--- config.mk ---
export PLATFORM = sky130hd
export DESIGN_NAME = ntcbt_div_cell
export DESIGN_NICKNAME = d
export VERILOG_FILES = /design/src/hw/rtl/ntcbt_pkg.sv /design/src/hw/rtl/ntcbt_div_cell.sv
export SDC_FILE = /design/constraint.sdc
export NUM_CORES = 1
export LEC_CHECK = 0
export BUFFER_PORTS_ARGS = -buffer_cell sky130_fd_sc_hd__buf_4
export CAP_MARGIN = 20
export CORE_ASPECT_RATIO = 0.75
export CORE_MARGIN = 2
export CORE_UTILIZATION = 50
export CTS_CLUSTER_DIAMETER = 80
export DETAILED_ROUTE_END_ITERATION = 6
export GPL_ROUTABILITY_DRIVEN = 0
export PLACE_DENSITY = 0.85
export SLEW_MARGIN = 40
export SYNTH_ARGS = -nofsm -noshare
export SYNTH_HDL_FRONTEND = slang
export SYNTH_SLANG_ARGS = --single-unit
--- constraint.sdc ---
create_clock -name clock -period 7.9 [get_ports clock]
set_input_delay 1.185 -clock clock [delete_from_list [all_inputs] [get_ports clock]]
set_output_delay 1.185 -clock clock [all_outputs]
set_load 0.02 [all_outputs]
--- src/hw/rtl/ntcbt_pkg.sv ---
// shared constants, item types and helper functions of the ntc beta temperature unit
package ntcbt_pkg;

   // field and register widths
   localparam int RAW_BITS   = 16;
   localparam int FRAC_BITS  = 24;
   localparam int FULL_W     = 17;
   localparam int OHM_W      = 20;
   localparam int TEMP_W     = 12;
   localparam int BETA_W     = 14;
   localparam int OUT_W      = 16;

   // configuration port
   localparam int CSR_IDX_W  = 3;
   localparam int CSR_DATA_W = 20;
   localparam logic [CSR_IDX_W-1:0] CSR_FULL_SCALE = 3'd0;
   localparam logic [CSR_IDX_W-1:0] CSR_SERIES     = 3'd1;
   localparam logic [CSR_IDX_W-1:0] CSR_NOMINAL    = 3'd2;
   localparam logic [CSR_IDX_W-1:0] CSR_NOM_TEMP   = 3'd3;
   localparam logic [CSR_IDX_W-1:0] CSR_BETA       = 3'd4;

   localparam logic [FULL_W-1:0]        FULL_RESET     = 17'd4096;
   localparam logic [OHM_W-1:0]         SERIES_RESET   = 20'd10000;
   localparam logic [OHM_W-1:0]         NOMINAL_RESET  = 20'd10000;
   localparam logic signed [TEMP_W-1:0] NOM_TEMP_RESET = 12'sd250;
   localparam logic [BETA_W-1:0]        BETA_RESET     = 14'd3950;

   // datapath widths
   localparam int PROD_W   = OHM_W + FULL_W;
   localparam int E_W      = $clog2(PROD_W);
   localparam int MANT_W   = FRAC_BITS + 1;
   localparam int LOG_W    = E_W + FRAC_BITS;
   localparam int LN2_W    = 32;
   localparam logic [LN2_W-1:0] LN2_Q32 = 32'hB17217F8;
   localparam int K_W      = 14;
   localparam int K_OFFSET = 5463;
   localparam int KLN_W    = (K_W + 1) + (LOG_W + 1);
   localparam int D_W      = KLN_W + 2;
   localparam int DM_W     = D_W - 1;
   localparam int KB_W     = K_W + BETA_W + 4;
   localparam int Q_W      = KB_W + FRAC_BITS;
   localparam int QUOT_W   = 21;
   localparam int DSH_W    = DM_W + QUOT_W - 1;
   localparam int FIN_W    = QUOT_W + 3;

   typedef struct packed {
      logic                 inv;
      logic [E_W-1:0]       exp_num;
      logic [E_W-1:0]       exp_den;
      logic [MANT_W-1:0]    mant_num;
      logic [MANT_W-1:0]    mant_den;
      logic [FRAC_BITS-1:0] frac_num;
      logic [FRAC_BITS-1:0] frac_den;
   } log_item_type;

   typedef struct packed {
      logic              inv;
      logic              dzero;
      logic              dneg;
      logic              over;
      logic [DM_W-1:0]   dmag;
      logic [DSH_W-1:0]  dshift;
      logic [Q_W-1:0]    rem;
      logic [QUOT_W-1:0] quot;
   } div_item_type;

   // index of the leading one, zero for a zero word
   function automatic logic [E_W-1:0] msb_index(input logic [PROD_W-1:0] v);
      logic [E_W-1:0] e;
      e = '0;
      for (int i = 0; i < PROD_W; i++) begin
         if (v[i]) begin
            e = E_W'(i);
         end
      end
      return e;
   endfunction

   // mantissa in Q1.FRAC_BITS, truncated when shifted down
   function automatic logic [MANT_W-1:0] normalise(input logic [PROD_W-1:0] v,
                                                   input logic [E_W-1:0] e);
      logic [PROD_W-1:0] shr;
      logic [MANT_W-1:0] res;
      if (e >= E_W'(FRAC_BITS)) begin
         shr = v >> (e - E_W'(FRAC_BITS));
         res = shr[MANT_W-1:0];
      end else begin
         res = v[MANT_W-1:0] << (E_W'(FRAC_BITS) - e);
      end
      return res;
   endfunction

endpackage

--- src/hw/rtl/ntcbt_div_cell.sv ---
// one restoring step of the temperature quotient
module ntcbt_div_cell (
   input  logic                    clock,
   input  logic                    reset,
   input  logic                    in_valid,
   input  ntcbt_pkg::div_item_type in_item,
   output logic                    in_ready,
   output logic                    out_valid,
   output ntcbt_pkg::div_item_type out_item,
   input  logic                    out_ready
);

   logic                    valid_ff;
   ntcbt_pkg::div_item_type item_ff;
   ntcbt_pkg::div_item_type item_in;
   logic                    fits;

   assign in_ready  = !valid_ff || out_ready;
   assign out_valid = valid_ff;
   assign out_item  = item_ff;

   always_comb begin
      fits    = ntcbt_pkg::DSH_W'(in_item.rem) >= in_item.dshift;
      item_in = in_item;
      if (fits) begin
         item_in.rem = in_item.rem - in_item.dshift[ntcbt_pkg::Q_W-1:0];
      end
      item_in.quot   = {in_item.quot[ntcbt_pkg::QUOT_W-2:0], fits};
      item_in.dshift = in_item.dshift >> 1;
   end

   always_ff @(posedge clock) begin
      if (reset) begin
         valid_ff <= 1'b0;
      end else if (in_ready) begin
         valid_ff <= in_valid;
      end
      if (in_ready && in_valid) begin
         item_ff <= item_in;
      end
   end

endmodule

=== After elaboration in Yosys (flattened, before gate mapping) ===
Cells that the tools add are included.

* Logic and storage cells: 15
* Register bits: 195
* Output and inout port bits: 197
* Bits of input ports: 199

* Add/sub/neg operators: 1
* Order comparisons: 1
* Reductions and logical operators: 3
* Multiplexer cells: 1

{| class="wikitable"
|+ Operators with widths
! operator !! count
|-
| >= comparator 56 x 67 -> 1 bit || 1
|-
| 2-to-1 mux 56 bit || 1
|-
| subtractor 56 bit || 1
|-
| logical AND 1 bit || 1
|-
| logical NOT 1 bit || 1
|-
| logical OR 1 bit || 1
|}

=== Logic depth before layout (Yosys ltp) ===
* Depth in word-level cells: 3
* Depth in mapped cells: 14
* Gate-level depth less buffers: 12

=== Least setup slack after synthesis ===
Ideal clock, no wire load.

* Path type: in2reg
* Start: in out_ready
* End: reg item_ff, in the netlist out_item[0], enable pin
* Data required time: 7.323 ns
* Buffers on the path: 0
* Arrival: 5.906 ns
* Path slack: 1.416 ns
* Library setup time: 0.577 ns
* Stages: 2
* Cells stage by stage: nand2b_1 -> and2_1

* Word-level cells in the longest chain between the ends: 2

{| class="wikitable"
|+ Ends and longest elaborated chain
! what !! RTL line !! text
|-
| start: declaration || ntcbt_div_cell.sv:10 || <nowiki>input logic out_ready</nowiki>
|-
| logical OR 1 bit || ntcbt_div_cell.sv:18 || <nowiki>assign in_ready = !valid_ff || out_ready;</nowiki>
|-
| logical AND 1 bit || ntcbt_div_cell.sv:38 || <nowiki>if (in_ready && in_valid) begin</nowiki>
|-
| end signal: assignment || ntcbt_div_cell.sv:39 || <nowiki>item_ff <= item_in;</nowiki>
|-
| end: declaration || ntcbt_div_cell.sv:14 || <nowiki>ntcbt_pkg::div_item_type item_ff;</nowiki>
|}

No other way between the ends.
A chain may end at the register's enable or synchronous reset.

==> flow_summary.ini <==
[status]
outcome = complete, no violations

[clock_network]
htreeDepth = 4
ctsLongestPathBuffers = 2
cts_buffers = 17
cts_sinks = 195
clk_pin_slew_ns = 0.08
cts_resized = 0
cts_setup_buffers = 0
cts_hold_buf = 0
clk_latency_ns = 0.43
cts-root-buf = clkbuf_16
cts_tree = done

[logic_synthesis]
synthesis.nets = 1178
ys_top_cells_by_area = edfxtp_1 (56%), ha_1 (6.7%), nand2_1 (3.9%)
synthFlopType = edfxtp_1
netlist_instances = 922
synth_top_area_cell = edfxtp_1
ys_seq_area_share_pct = 56.0
synth_top_cell_area_share_pct = 55.8
async_flop_share_pct = 0
synth_warnings = 0
ys_top_cells_by_count = edfxtp_1 (194), nand2_1 (107), inv_1 (77)
syn_area_per_cell_um2 = 11.3
synth_area_um2 = 10400
synth.most_common_cell = edfxtp_1
synth_cell_types = 71
synth-edff-count = 194
ys_seq_elements = 195

[global_route]
grt-ovfl-total = 0
antenna_found_initial = 0
grt_max_degree = 82
grtUsageTotal_pct = 25.6
first_global_vias = 8196
grt_pass1_wl_um = 43300

[sta]
setup_viol = 0
tns_ns = 0
fin_crit_ns = 4.52
fin_crit_sh_pct = 57.2
hold_slack_ns = 0.552
relSlewSlack_pct = 49.4
worstMarginPinSlew_ns = 0.759
skew_ns = 0.0104
fmaxAchievable_mhz = 221
slew_violations = 0
layout_setup_ws_ns = 3.38
rsz0062_at_grt = false
final_hold_viol_count = 0

[power]
powerDensity_nw_per_um2 = 192
p_leak_nw = 6.28
power_mw = 2.71
ir_drop_uv = 136

[setup_path]
critical-path-top-delay-family = compound AO/OA/AOI/OAI gates
crit_slowest_cell = buf_4
rr_worst_depth = 3
critPathBufInv = 2
crit_top_cell = buf_4
reg2reg_slack_ns = 5.74
crit_chain = buf_4, ha_1, a21oi_1, o21ai_0, a211oi_1, o211ai_1, a211o_2, nand4_1, a31o_4, buf_4, a211o_1, o31ai_2
cp-start-kind = input pin
critPathLaunch = in_item[67]
worstSetupEndpointType = flop
path_max_fanout = 62
crit_arrival_ns = 4.71
cp.required_ns = 8.09
critPathKind = input pin to flop
worstReg2RegEnd = out_item[142]
slowest_delay_ns = 0.59
r2r_start = out_valid

[routing]
drtIter0Drc = 692
final_antenna_net_count = 0
routed_wirelength_um = 28900
viasPerCell = 5.40
vias = 8605
first_pass_iters = 5
drc = 0
wire_per_inst_um = 18.1

[floorplanning]
die-area_um2 = 22000
io_pins = 396
start_util_pct = 51.3
rows = 45
die_x_um = 171
coreArea_um2 = 20300
die_h_um = 129

[hold_path]
hold_path_class = flop to flop
min_from = out_valid
holdPathEnd = out_valid
holdPathStages = 2

[place]
dp_cells = 1561
io_buffers = 393
dp_hpwl_um = 22600
placed_cell_area_um2 = 13500
place_ws_ns = 2.98

[cells_and_area]
fin_util_pct = 69.6
num_antenna_cells = 0
area_growth_pct = 35.6
layout-drive-gt1-share_pct = 35.2
final_area_um2 = 14100
fin_cells = 1593
nets = 1554

[run]
cap_violations = 0
## cells by family after synthesis
kind of cell | after synthesis | share of synthesized area, %
XOR/XNOR | 43 | 3.61
buffers and inverters | 116 | 5.11
adder cells (fa/ha/maj) | 57 | 6.91
AND/OR/NAND/NOR | 239 | 10.8
multiplexers | 4 | 0.420
other | 1 | 0.0359
flip-flops | 195 | 56.0
AO/OA/AOI/OAI | 267 | 17.1
## flip-flops by register name, indices dropped and copies added (netlist names)
name and count:
out_item 194, out_valid 1
## worst min-delay path: cells and delay by family (launching register included)
family	cells	cell delay, ns
AOI/OAI and AO/OA	1	0.08
and+or+nand+nor	1	0.12
DFF	1	0.32
## layout by cell type (no fill, tap or decap), types with 3 or more instances in the layout
| master | instances |
|---|---|
| a2111oi_4 | 3 |
| nor3_1 | 15 |
| o21bai_1 | 12 |
| a211oi_1 | 4 |
| nor2_1 | 43 |
| nor2b_1 | 6 |
| a211o_1 | 3 |
| xor2_1 | 22 |
| nor4_1 | 8 |
| nand2_1 | 107 |
| and3_1 | 4 |
| inv_6 | 4 |
| a21o_1 | 29 |
| clkinv_8 | 6 |
| o21a_1 | 11 |
| xnor2_1 | 21 |
| a21oi_1 | 67 |
| o31ai_2 | 4 |
| o21ai_0 | 65 |
| o211ai_1 | 5 |
| nand4_1 | 20 |
| mux2_2 | 3 |
| o21ai_1 | 15 |
| a31oi_1 | 7 |
| buf_4 | 394 |
| ha_1 | 56 |
| clkbuf_16 | 17 |
| edfxtp_1 | 194 |
| inv_1 | 77 |
| nand2b_1 | 8 |
| a21boi_0 | 3 |
| o31ai_1 | 10 |
| nand3_1 | 11 |
## area by class of cell
type | count | area (um2)
clock buffer | 17 | 425
fill | 1491 | 6180
tap | 282 | 353
timing repair buffer | 396 | 2980
sequential | 195 | 5850
multi-input combinational | 611 | 4060
clock inverter | 15 | 185
inverter | 77 | 289
## per-layer routing
| metal | GRT usage (%) | routed length [um] | vias to the layer above |
|---|---|---|---|
| met5 | 0 | 0 | - |
| met4 | 7.04 | 584 | 0 |
| met3 | 7.21 | 2700 | 38 |
| met2 | 43.2 | 14100 | 383 |
| met1 | 32.8 | 11500 | 4038 |
| li1 | - | - | 4146 |
## where the power goes
group,internal (mW),switching [mW],leakage [nW]
combinational,0.260,0.352,4.10
sequential,1.21,0.0163,1.89
clock,0.432,0.443,0.296
total,1.90,0.812,6.28
## worst max path at each step
stage | depth (start not counted) | endpoint | slack [ns]
final | 12 | out_item[75] | 3.38
after global routing | 11 | out_item[68] | 3.16
after CTS | 11 | out_item[51] | 3.43
after detailed placement | 11 | out_item[51] | 2.98
after global placement | 11 | out_item[51] | 3.01
after floorplan | 2 | out_item[0] | 1.42
No activity file was read; power rests on OpenSTA's default activity.
