==> config.mk <==
export PLATFORM = sky130hd
export DESIGN_NAME = ntcbt_log_cell
export DESIGN_NICKNAME = d
export VERILOG_FILES = /design/src/hw/rtl/ntcbt_pkg.sv /design/src/hw/rtl/ntcbt_log_cell.sv
export SDC_FILE = /design/constraint.sdc
export NUM_CORES = 2
export LEC_CHECK = 0
export BUFFER_PORTS_ARGS = -buffer_cell sky130_fd_sc_hd__buf_2
export CAP_MARGIN = 20
export CORE_ASPECT_RATIO = 1.1
export CORE_MARGIN = 2
export CORE_UTILIZATION = 51
export CTS_CLUSTER_SIZE = 40
export DETAILED_ROUTE_END_ITERATION = 8
export GPL_TIMING_DRIVEN = 0
export PLACE_DENSITY = 0.69
export SLEW_MARGIN = 20
export SYNTH_ARGS = -nofsm -noshare
export SYNTH_HDL_FRONTEND = slang
export SYNTH_SLANG_ARGS = --single-unit
==> constraint.sdc <==
create_clock -name clock -period 9.9 [get_ports clock]
set_clock_uncertainty 0.15 [all_clocks]
set_input_delay 1.98 -clock clock [delete_from_list [all_inputs] [get_ports clock]]
set_output_delay 1.98 -clock clock [all_outputs]
set_load 0.005 [all_outputs]
==> src/hw/rtl/ntcbt_pkg.sv <==
// shared constants, item types and helper functions of the ntc beta temperature unit
package ntcbt_pkg;

   // field and register widths
   localparam int RAW_BITS   = 16;
   localparam int FRAC_BITS  = 24;
   localparam int FULL_W     = 17;
   localparam int OHM_W      = 20;
   localparam int TEMP_W     = 12;
   localparam int BETA_W     = 14;
   localparam int OUT_W      = 16;

   // configuration port
   localparam int CSR_IDX_W  = 3;
   localparam int CSR_DATA_W = 20;
   localparam logic [CSR_IDX_W-1:0] CSR_FULL_SCALE = 3'd0;
   localparam logic [CSR_IDX_W-1:0] CSR_SERIES     = 3'd1;
   localparam logic [CSR_IDX_W-1:0] CSR_NOMINAL    = 3'd2;
   localparam logic [CSR_IDX_W-1:0] CSR_NOM_TEMP   = 3'd3;
   localparam logic [CSR_IDX_W-1:0] CSR_BETA       = 3'd4;

   localparam logic [FULL_W-1:0]        FULL_RESET     = 17'd4096;
   localparam logic [OHM_W-1:0]         SERIES_RESET   = 20'd10000;
   localparam logic [OHM_W-1:0]         NOMINAL_RESET  = 20'd10000;
   localparam logic signed [TEMP_W-1:0] NOM_TEMP_RESET = 12'sd250;
   localparam logic [BETA_W-1:0]        BETA_RESET     = 14'd3950;

   // datapath widths
   localparam int PROD_W   = OHM_W + FULL_W;
   localparam int E_W      = $clog2(PROD_W);
   localparam int MANT_W   = FRAC_BITS + 1;
   localparam int LOG_W    = E_W + FRAC_BITS;
   localparam int LN2_W    = 32;
   localparam logic [LN2_W-1:0] LN2_Q32 = 32'hB17217F8;
   localparam int K_W      = 14;
   localparam int K_OFFSET = 5463;
   localparam int KLN_W    = (K_W + 1) + (LOG_W + 1);
   localparam int D_W      = KLN_W + 2;
   localparam int DM_W     = D_W - 1;
   localparam int KB_W     = K_W + BETA_W + 4;
   localparam int Q_W      = KB_W + FRAC_BITS;
   localparam int QUOT_W   = 21;
   localparam int DSH_W    = DM_W + QUOT_W - 1;
   localparam int FIN_W    = QUOT_W + 3;

   typedef struct packed {
      logic                 inv;
      logic [E_W-1:0]       exp_num;
      logic [E_W-1:0]       exp_den;
      logic [MANT_W-1:0]    mant_num;
      logic [MANT_W-1:0]    mant_den;
      logic [FRAC_BITS-1:0] frac_num;
      logic [FRAC_BITS-1:0] frac_den;
   } log_item_type;

   typedef struct packed {
      logic              inv;
      logic              dzero;
      logic              dneg;
      logic              over;
      logic [DM_W-1:0]   dmag;
      logic [DSH_W-1:0]  dshift;
      logic [Q_W-1:0]    rem;
      logic [QUOT_W-1:0] quot;
   } div_item_type;

   // index of the leading one, zero for a zero word
   function automatic logic [E_W-1:0] msb_index(input logic [PROD_W-1:0] v);
      logic [E_W-1:0] e;
      e = '0;
      for (int i = 0; i < PROD_W; i++) begin
         if (v[i]) begin
            e = E_W'(i);
         end
      end
      return e;
   endfunction

   // mantissa in Q1.FRAC_BITS, truncated when shifted down
   function automatic logic [MANT_W-1:0] normalise(input logic [PROD_W-1:0] v,
                                                   input logic [E_W-1:0] e);
      logic [PROD_W-1:0] shr;
      logic [MANT_W-1:0] res;
      if (e >= E_W'(FRAC_BITS)) begin
         shr = v >> (e - E_W'(FRAC_BITS));
         res = shr[MANT_W-1:0];
      end else begin
         res = v[MANT_W-1:0] << (E_W'(FRAC_BITS) - e);
      end
      return res;
   endfunction

endpackage

==> src/hw/rtl/ntcbt_log_cell.sv <==
// one squaring step of the two fractional log2 evaluations
module ntcbt_log_cell (
   input  logic                    clock,
   input  logic                    reset,
   input  logic                    in_valid,
   input  ntcbt_pkg::log_item_type in_item,
   output logic                    in_ready,
   output logic                    out_valid,
   output ntcbt_pkg::log_item_type out_item,
   input  logic                    out_ready
);

   logic                    valid_ff;
   ntcbt_pkg::log_item_type item_ff;
   ntcbt_pkg::log_item_type item_in;
   logic [2*ntcbt_pkg::MANT_W-1:0] sq_num;
   logic [2*ntcbt_pkg::MANT_W-1:0] sq_den;
   logic [ntcbt_pkg::MANT_W:0]     t_num;
   logic [ntcbt_pkg::MANT_W:0]     t_den;

   assign in_ready  = !valid_ff || out_ready;
   assign out_valid = valid_ff;
   assign out_item  = item_ff;

   always_comb begin
      sq_num = (2*ntcbt_pkg::MANT_W)'(in_item.mant_num) *
               (2*ntcbt_pkg::MANT_W)'(in_item.mant_num);
      sq_den = (2*ntcbt_pkg::MANT_W)'(in_item.mant_den) *
               (2*ntcbt_pkg::MANT_W)'(in_item.mant_den);
      t_num  = sq_num[2*ntcbt_pkg::MANT_W-1:ntcbt_pkg::FRAC_BITS];
      t_den  = sq_den[2*ntcbt_pkg::MANT_W-1:ntcbt_pkg::FRAC_BITS];
      item_in = in_item;
      // reaching 2.0 gives a one bit and halves the mantissa
      item_in.mant_num = t_num[ntcbt_pkg::MANT_W] ? t_num[ntcbt_pkg::MANT_W:1]
                                                  : t_num[ntcbt_pkg::MANT_W-1:0];
      item_in.mant_den = t_den[ntcbt_pkg::MANT_W] ? t_den[ntcbt_pkg::MANT_W:1]
                                                  : t_den[ntcbt_pkg::MANT_W-1:0];
      item_in.frac_num = {in_item.frac_num[ntcbt_pkg::FRAC_BITS-2:0],
                          t_num[ntcbt_pkg::MANT_W]};
      item_in.frac_den = {in_item.frac_den[ntcbt_pkg::FRAC_BITS-2:0],
                          t_den[ntcbt_pkg::MANT_W]};
   end

   always_ff @(posedge clock) begin
      if (reset) begin
         valid_ff <= 1'b0;
      end else if (in_ready) begin
         valid_ff <= in_valid;
      end
      if (in_ready && in_valid) begin
         item_ff <= item_in;
      end
   end

endmodule

# Word-level counts from Yosys, hierarchy flattened
# Cells that the tools add are included.
[totals]
in_bits = 115
reg_bits = 112
elab_cells = 17
output_inout_bits = 113
[classes]
reduce_logical = 3
n_mul = 2
n_mux = 2
[op_table]
columns = ["operator", "n"]
rows = [
  ["25-bit by 25-bit multiplier with 50-bit output", 2],
  ["24-bit two-way mux", 2],
  ["1-bit logical AND", 1],
  ["1-bit logical NOT", 1],
  ["1-bit logical OR", 1],
]

# Logic depth before layout (Yosys ltp)
[logic_depth]
ltp_word = 3
ltp_mapped = 31
depth_no_buf = 27

# Worst setup path after synthesis
# No wires, ideal clock.
[synth_path]
path_type = "in2reg"
start = "in in_item[76] in the netlist's numbering"
end = "reg item_ff (netlist bit out_item[79]), data pin"
n_path_buf = 3
setup_slack_ps = 787
setup_ps = 260
stages = 28
required_ps = 9490
t_arrival_ps = 8703
cell_sequence = "clkbuf_1 -> clkbuf_1 -> nand2_1 -> fa_1 -> inv_1 -> fa_1 -> inv_1 -> fa_1 -> inv_1 -> fa_1 -> inv_1 -> fa_1 -> inv_1 -> fa_1 -> inv_1 -> fa_1 -> inv_1 -> ha_1 -> nand3_1 -> nor3_1 -> o2111a_1 -> o21bai_2 -> a2111oi_4 -> or2_4 -> o211ai_2 -> buf_4 -> inv_2 -> mux2_2"
[synth_lines]
columns = ["item", "line", "text"]
rows = [
  ["from (decl)", "ntcbt_log_cell.sv:6", "input ntcbt_pkg::log_item_type in_item,"],
  ["to (signal assigned)", "ntcbt_log_cell.sv:51", "item_ff <= item_in;"],
  ["to (decl)", "ntcbt_log_cell.sv:14", "ntcbt_pkg::log_item_type item_ff;"],
]

==> reports/qor.yml <==
layout:
  area.sequential_sq_um: 3353
  drive_gt1_share_pct: 8.935
  final_cells: 5347
  final_cell_mix: "inv_1 (1362), fa_1 (930), nand2_1 (383), ha_1 (372), and2_1 (241)"
  final_common_cell: "inv_1"
  multiInputGateArea_sq_um: 30010
  syn2layout_area_growth_pct: 7.440
  layout.nets: 5733
  fillers: 6997
setup_path:
  start_kind: "input port"
  critPathRequiredTime_ns: 9.88
  path_common_cell: "fa_1"
  reg2reg_slack_ns: 7.92
  path_delay_family: "adder cells"
  timing.rr.end: "out_item[29]$_DFFE_PP_"
  cp_max_fo: 10
  crit_path_max_incr_delay_ns: 0.57
  worstSetupEndpointType: "flop"
  crit_path_end: "out_item[59]$_DFFE_PP_"
  cp_slowest_cell: "fa_1"
  cp-startpoint: "in_item[53]"
  ff2ff_path_depth: 3
  crit_arrival_ns: 9.69
  reg2reg_from: "out_valid$_SDFFE_PP0N_"
  criticalPathCategory: "in -> reg"
  path_depth: 26
  crit_buf_inv: 8
logic_synthesis:
  synth_seq_area_share_pct: 8.610
  synth_top_area_share_pct: 47.80
  synth_fp_nets: 5503
  synth_area_leaders: "fa_1 (48%), inv_1 (13%), ha_1 (12%), edfxtp_1 (8.6%), and2_1 (3.9%)"
  ys_ff_latch: 112
  async_flop_share_pct: 0
  synth_area_sq_um: 38950
  yosysTopAreaCell: "fa_1"
  yosysWarnings: 0
  synth_ff_type: "edfxtp_1"
  syn_avg_cell_area_sq_um: 9.532
  synth_cells: 4086
  ys_types: 70
  synth_edf_count: 111
placement:
  place_congestion: 0.9574
  dp.cells: 5335
  dp_hpwl_um: 85850
  io_buffers: 222
floorplanning:
  die_w_um: 267.5
  num_rows: 106
  die_y_um: 293.8
  coreArea_sq_um: 75860
  initial_core_util_pct: 51.34
  fp.dieArea_sq_um: 78600
  top_level_ports: 228
sta:
  period_share_pct: 98.01
  finalSetupViolations: 0
  rsz0062_at_grt: "no"
  maxSlewHeadroom_pct: 23.41
  fin_crit_ns: 9.703
  max_clock_freq_ghz: 0.1031
  tightestPinTransition_ns: 1.142
  final_max_slew_viol_count: 0
  hold_viol: 0
detailed_routing:
  dr_total_vias: 27490
  wl_per_cell_um: 18.82
  vias_per_cell: 5.142
  drt-initial-drc-count: 1646
  post-route-drc-count: 0
  dr.pass1.iters: 9
  drtAntennaViolNets: 0
  routed_wl_um: 100600
global_route:
  antenna_found_initial: 3
  grt_pass1_wl_um: 163300
  grt_pass1_vias: 30590
  grt-ovfl-total: 0
  grt_usage_pct: 27.34
  grt_start_max_net_pins: 60
clock_network:
  cts_sinks: 112
  numCtsBuffers: 9
  clk_pin_slew_worst_paths_ns: 0.08
  hold_buffers: 0
  clock_latency_ns: 0.36
  cts_tree: "built"
  cts_max_path_buffers: 2
  cts-root-buf: "clkbuf_16"
  cts_max_level: 3
status:
  status: "completed"
run:
  cap_viol_max_count: 0
min_path:
  hp-class: "reg -> reg"
## registers in the layout, indices dropped and copies added, names as in the netlist
| signal | flops |
|---|---|
| out_item | 111 |
| out_valid | 1 |
## tightest hold or removal path, stage by stage, from the launching register on
cell      delay, ns
dfxtp_1        0.31
nand2b_1       0.11
a21oi_1        0.09
## metrics by stage
stage	utilization [%]	cell area (sq um)	hold slack, ns	worst slack, ns	setup TNS [ns]
final	55.16	41850	0.4000	0.1972	0
after global routing	55.16	41840	0.4475	0.005515	0
after CTS	54.94	41680	0.4138	0.04202	0
after detailed placement	54.54	41370	0.3965	-1.485	-58.26
after global placement	54.50	41340	0.3469	-1.472	-56.26
after floorplan	-	38950	0.3725	0.7874	0
## layout make-up
cell class,instances,share of cell area [%]
Clock buffer,9,0.5382
Inverter,1364,12.24
Clock inverter,6,0.1375
Timing Repair Buffer,226,2.805
Sequential cell,112,8.013
Tap cell,1026,3.068
Buffer,118,1.465
Multi-Input combinational cell,2485,71.72
Antenna cell,1,0.005980
## synth_stat cells, drive strengths merged, types with 2 or more instances
master	count
o21ai	46
o211ai	12
nand3	22
buf	13
nand2b	10
or2	10
a31oi	8
or3	2
a221oi	7
or4	2
a211oi	11
and3	6
o311a	2
ha	372
a21o	39
o21a	6
nand4	24
and4	2
clkbuf	112
a22oi	2
nor2b	15
o221a	3
a211o	4
edfxtp	111
a31o	2
and2	242
inv	1364
nor2	85
fa	930
nand2	383
xnor2	40
o221ai	3
o21bai	6
mux2i	17
a2111oi	4
xor2	37
nor3	10
a41oi	2
mux2	19
a21oi	85
o2111ai	2
## worst min-delay path by stage
stage | from | end | slack (ns) | cells past startpoint
2_1_floorplan | out_valid$_SDFFE_PP0N_ | out_valid$_SDFFE_PP0N_ | 0.37 | 2
3_3_place_gp | out_valid$_SDFFE_PP0N_ | out_valid$_SDFFE_PP0N_ | 0.35 | 2
3_5_place_dp | out_valid$_SDFFE_PP0N_ | out_valid$_SDFFE_PP0N_ | 0.40 | 2
4_1_cts | out_valid$_SDFFE_PP0N_ | out_valid$_SDFFE_PP0N_ | 0.41 | 2
5_1_grt | out_valid$_SDFFE_PP0N_ | out_valid$_SDFFE_PP0N_ | 0.45 | 2
6_report | out_valid$_SDFFE_PP0N_ | out_valid$_SDFFE_PP0N_ | 0.40 | 2
## metal layers
layer | track usage [%] | share of wire, %
met2 | 46.61 | 49
met1 | 34.13 | 38
met3 | 5.799 | 8.2
met5 | 0 | 0.013
met4 | 10.44 | 4.5
## repair_timing
| action | CTS | global route |
|---|---|---|
| pin swaps | 0 | 3 |
| endpoints found under the setup margin | 51 | 49 |
| buffers inserted | 0 | 3 |
| gates resized for setup | 30 | 157 |
## cells by family (layout without fill, tap and decap cells)
kind of cell	Yosys count	after routing	share of synthesized area, %
AOI/OAI and AO/OA	254	254	4.443
xor gates and xnor gates	77	77	1.732
adders and majority gates	1302	1302	59.75
buffers and inverters	1489	1723	14.43
DFF	112	112	8.610
muxes	36	36	0.9863
other	0	1	0
and+or+nand+nor	816	816	10.05
Power is left out: the tool's default activity adds up to more than one toggle a clock period on the data nets, which glitch-free logic cannot reach.
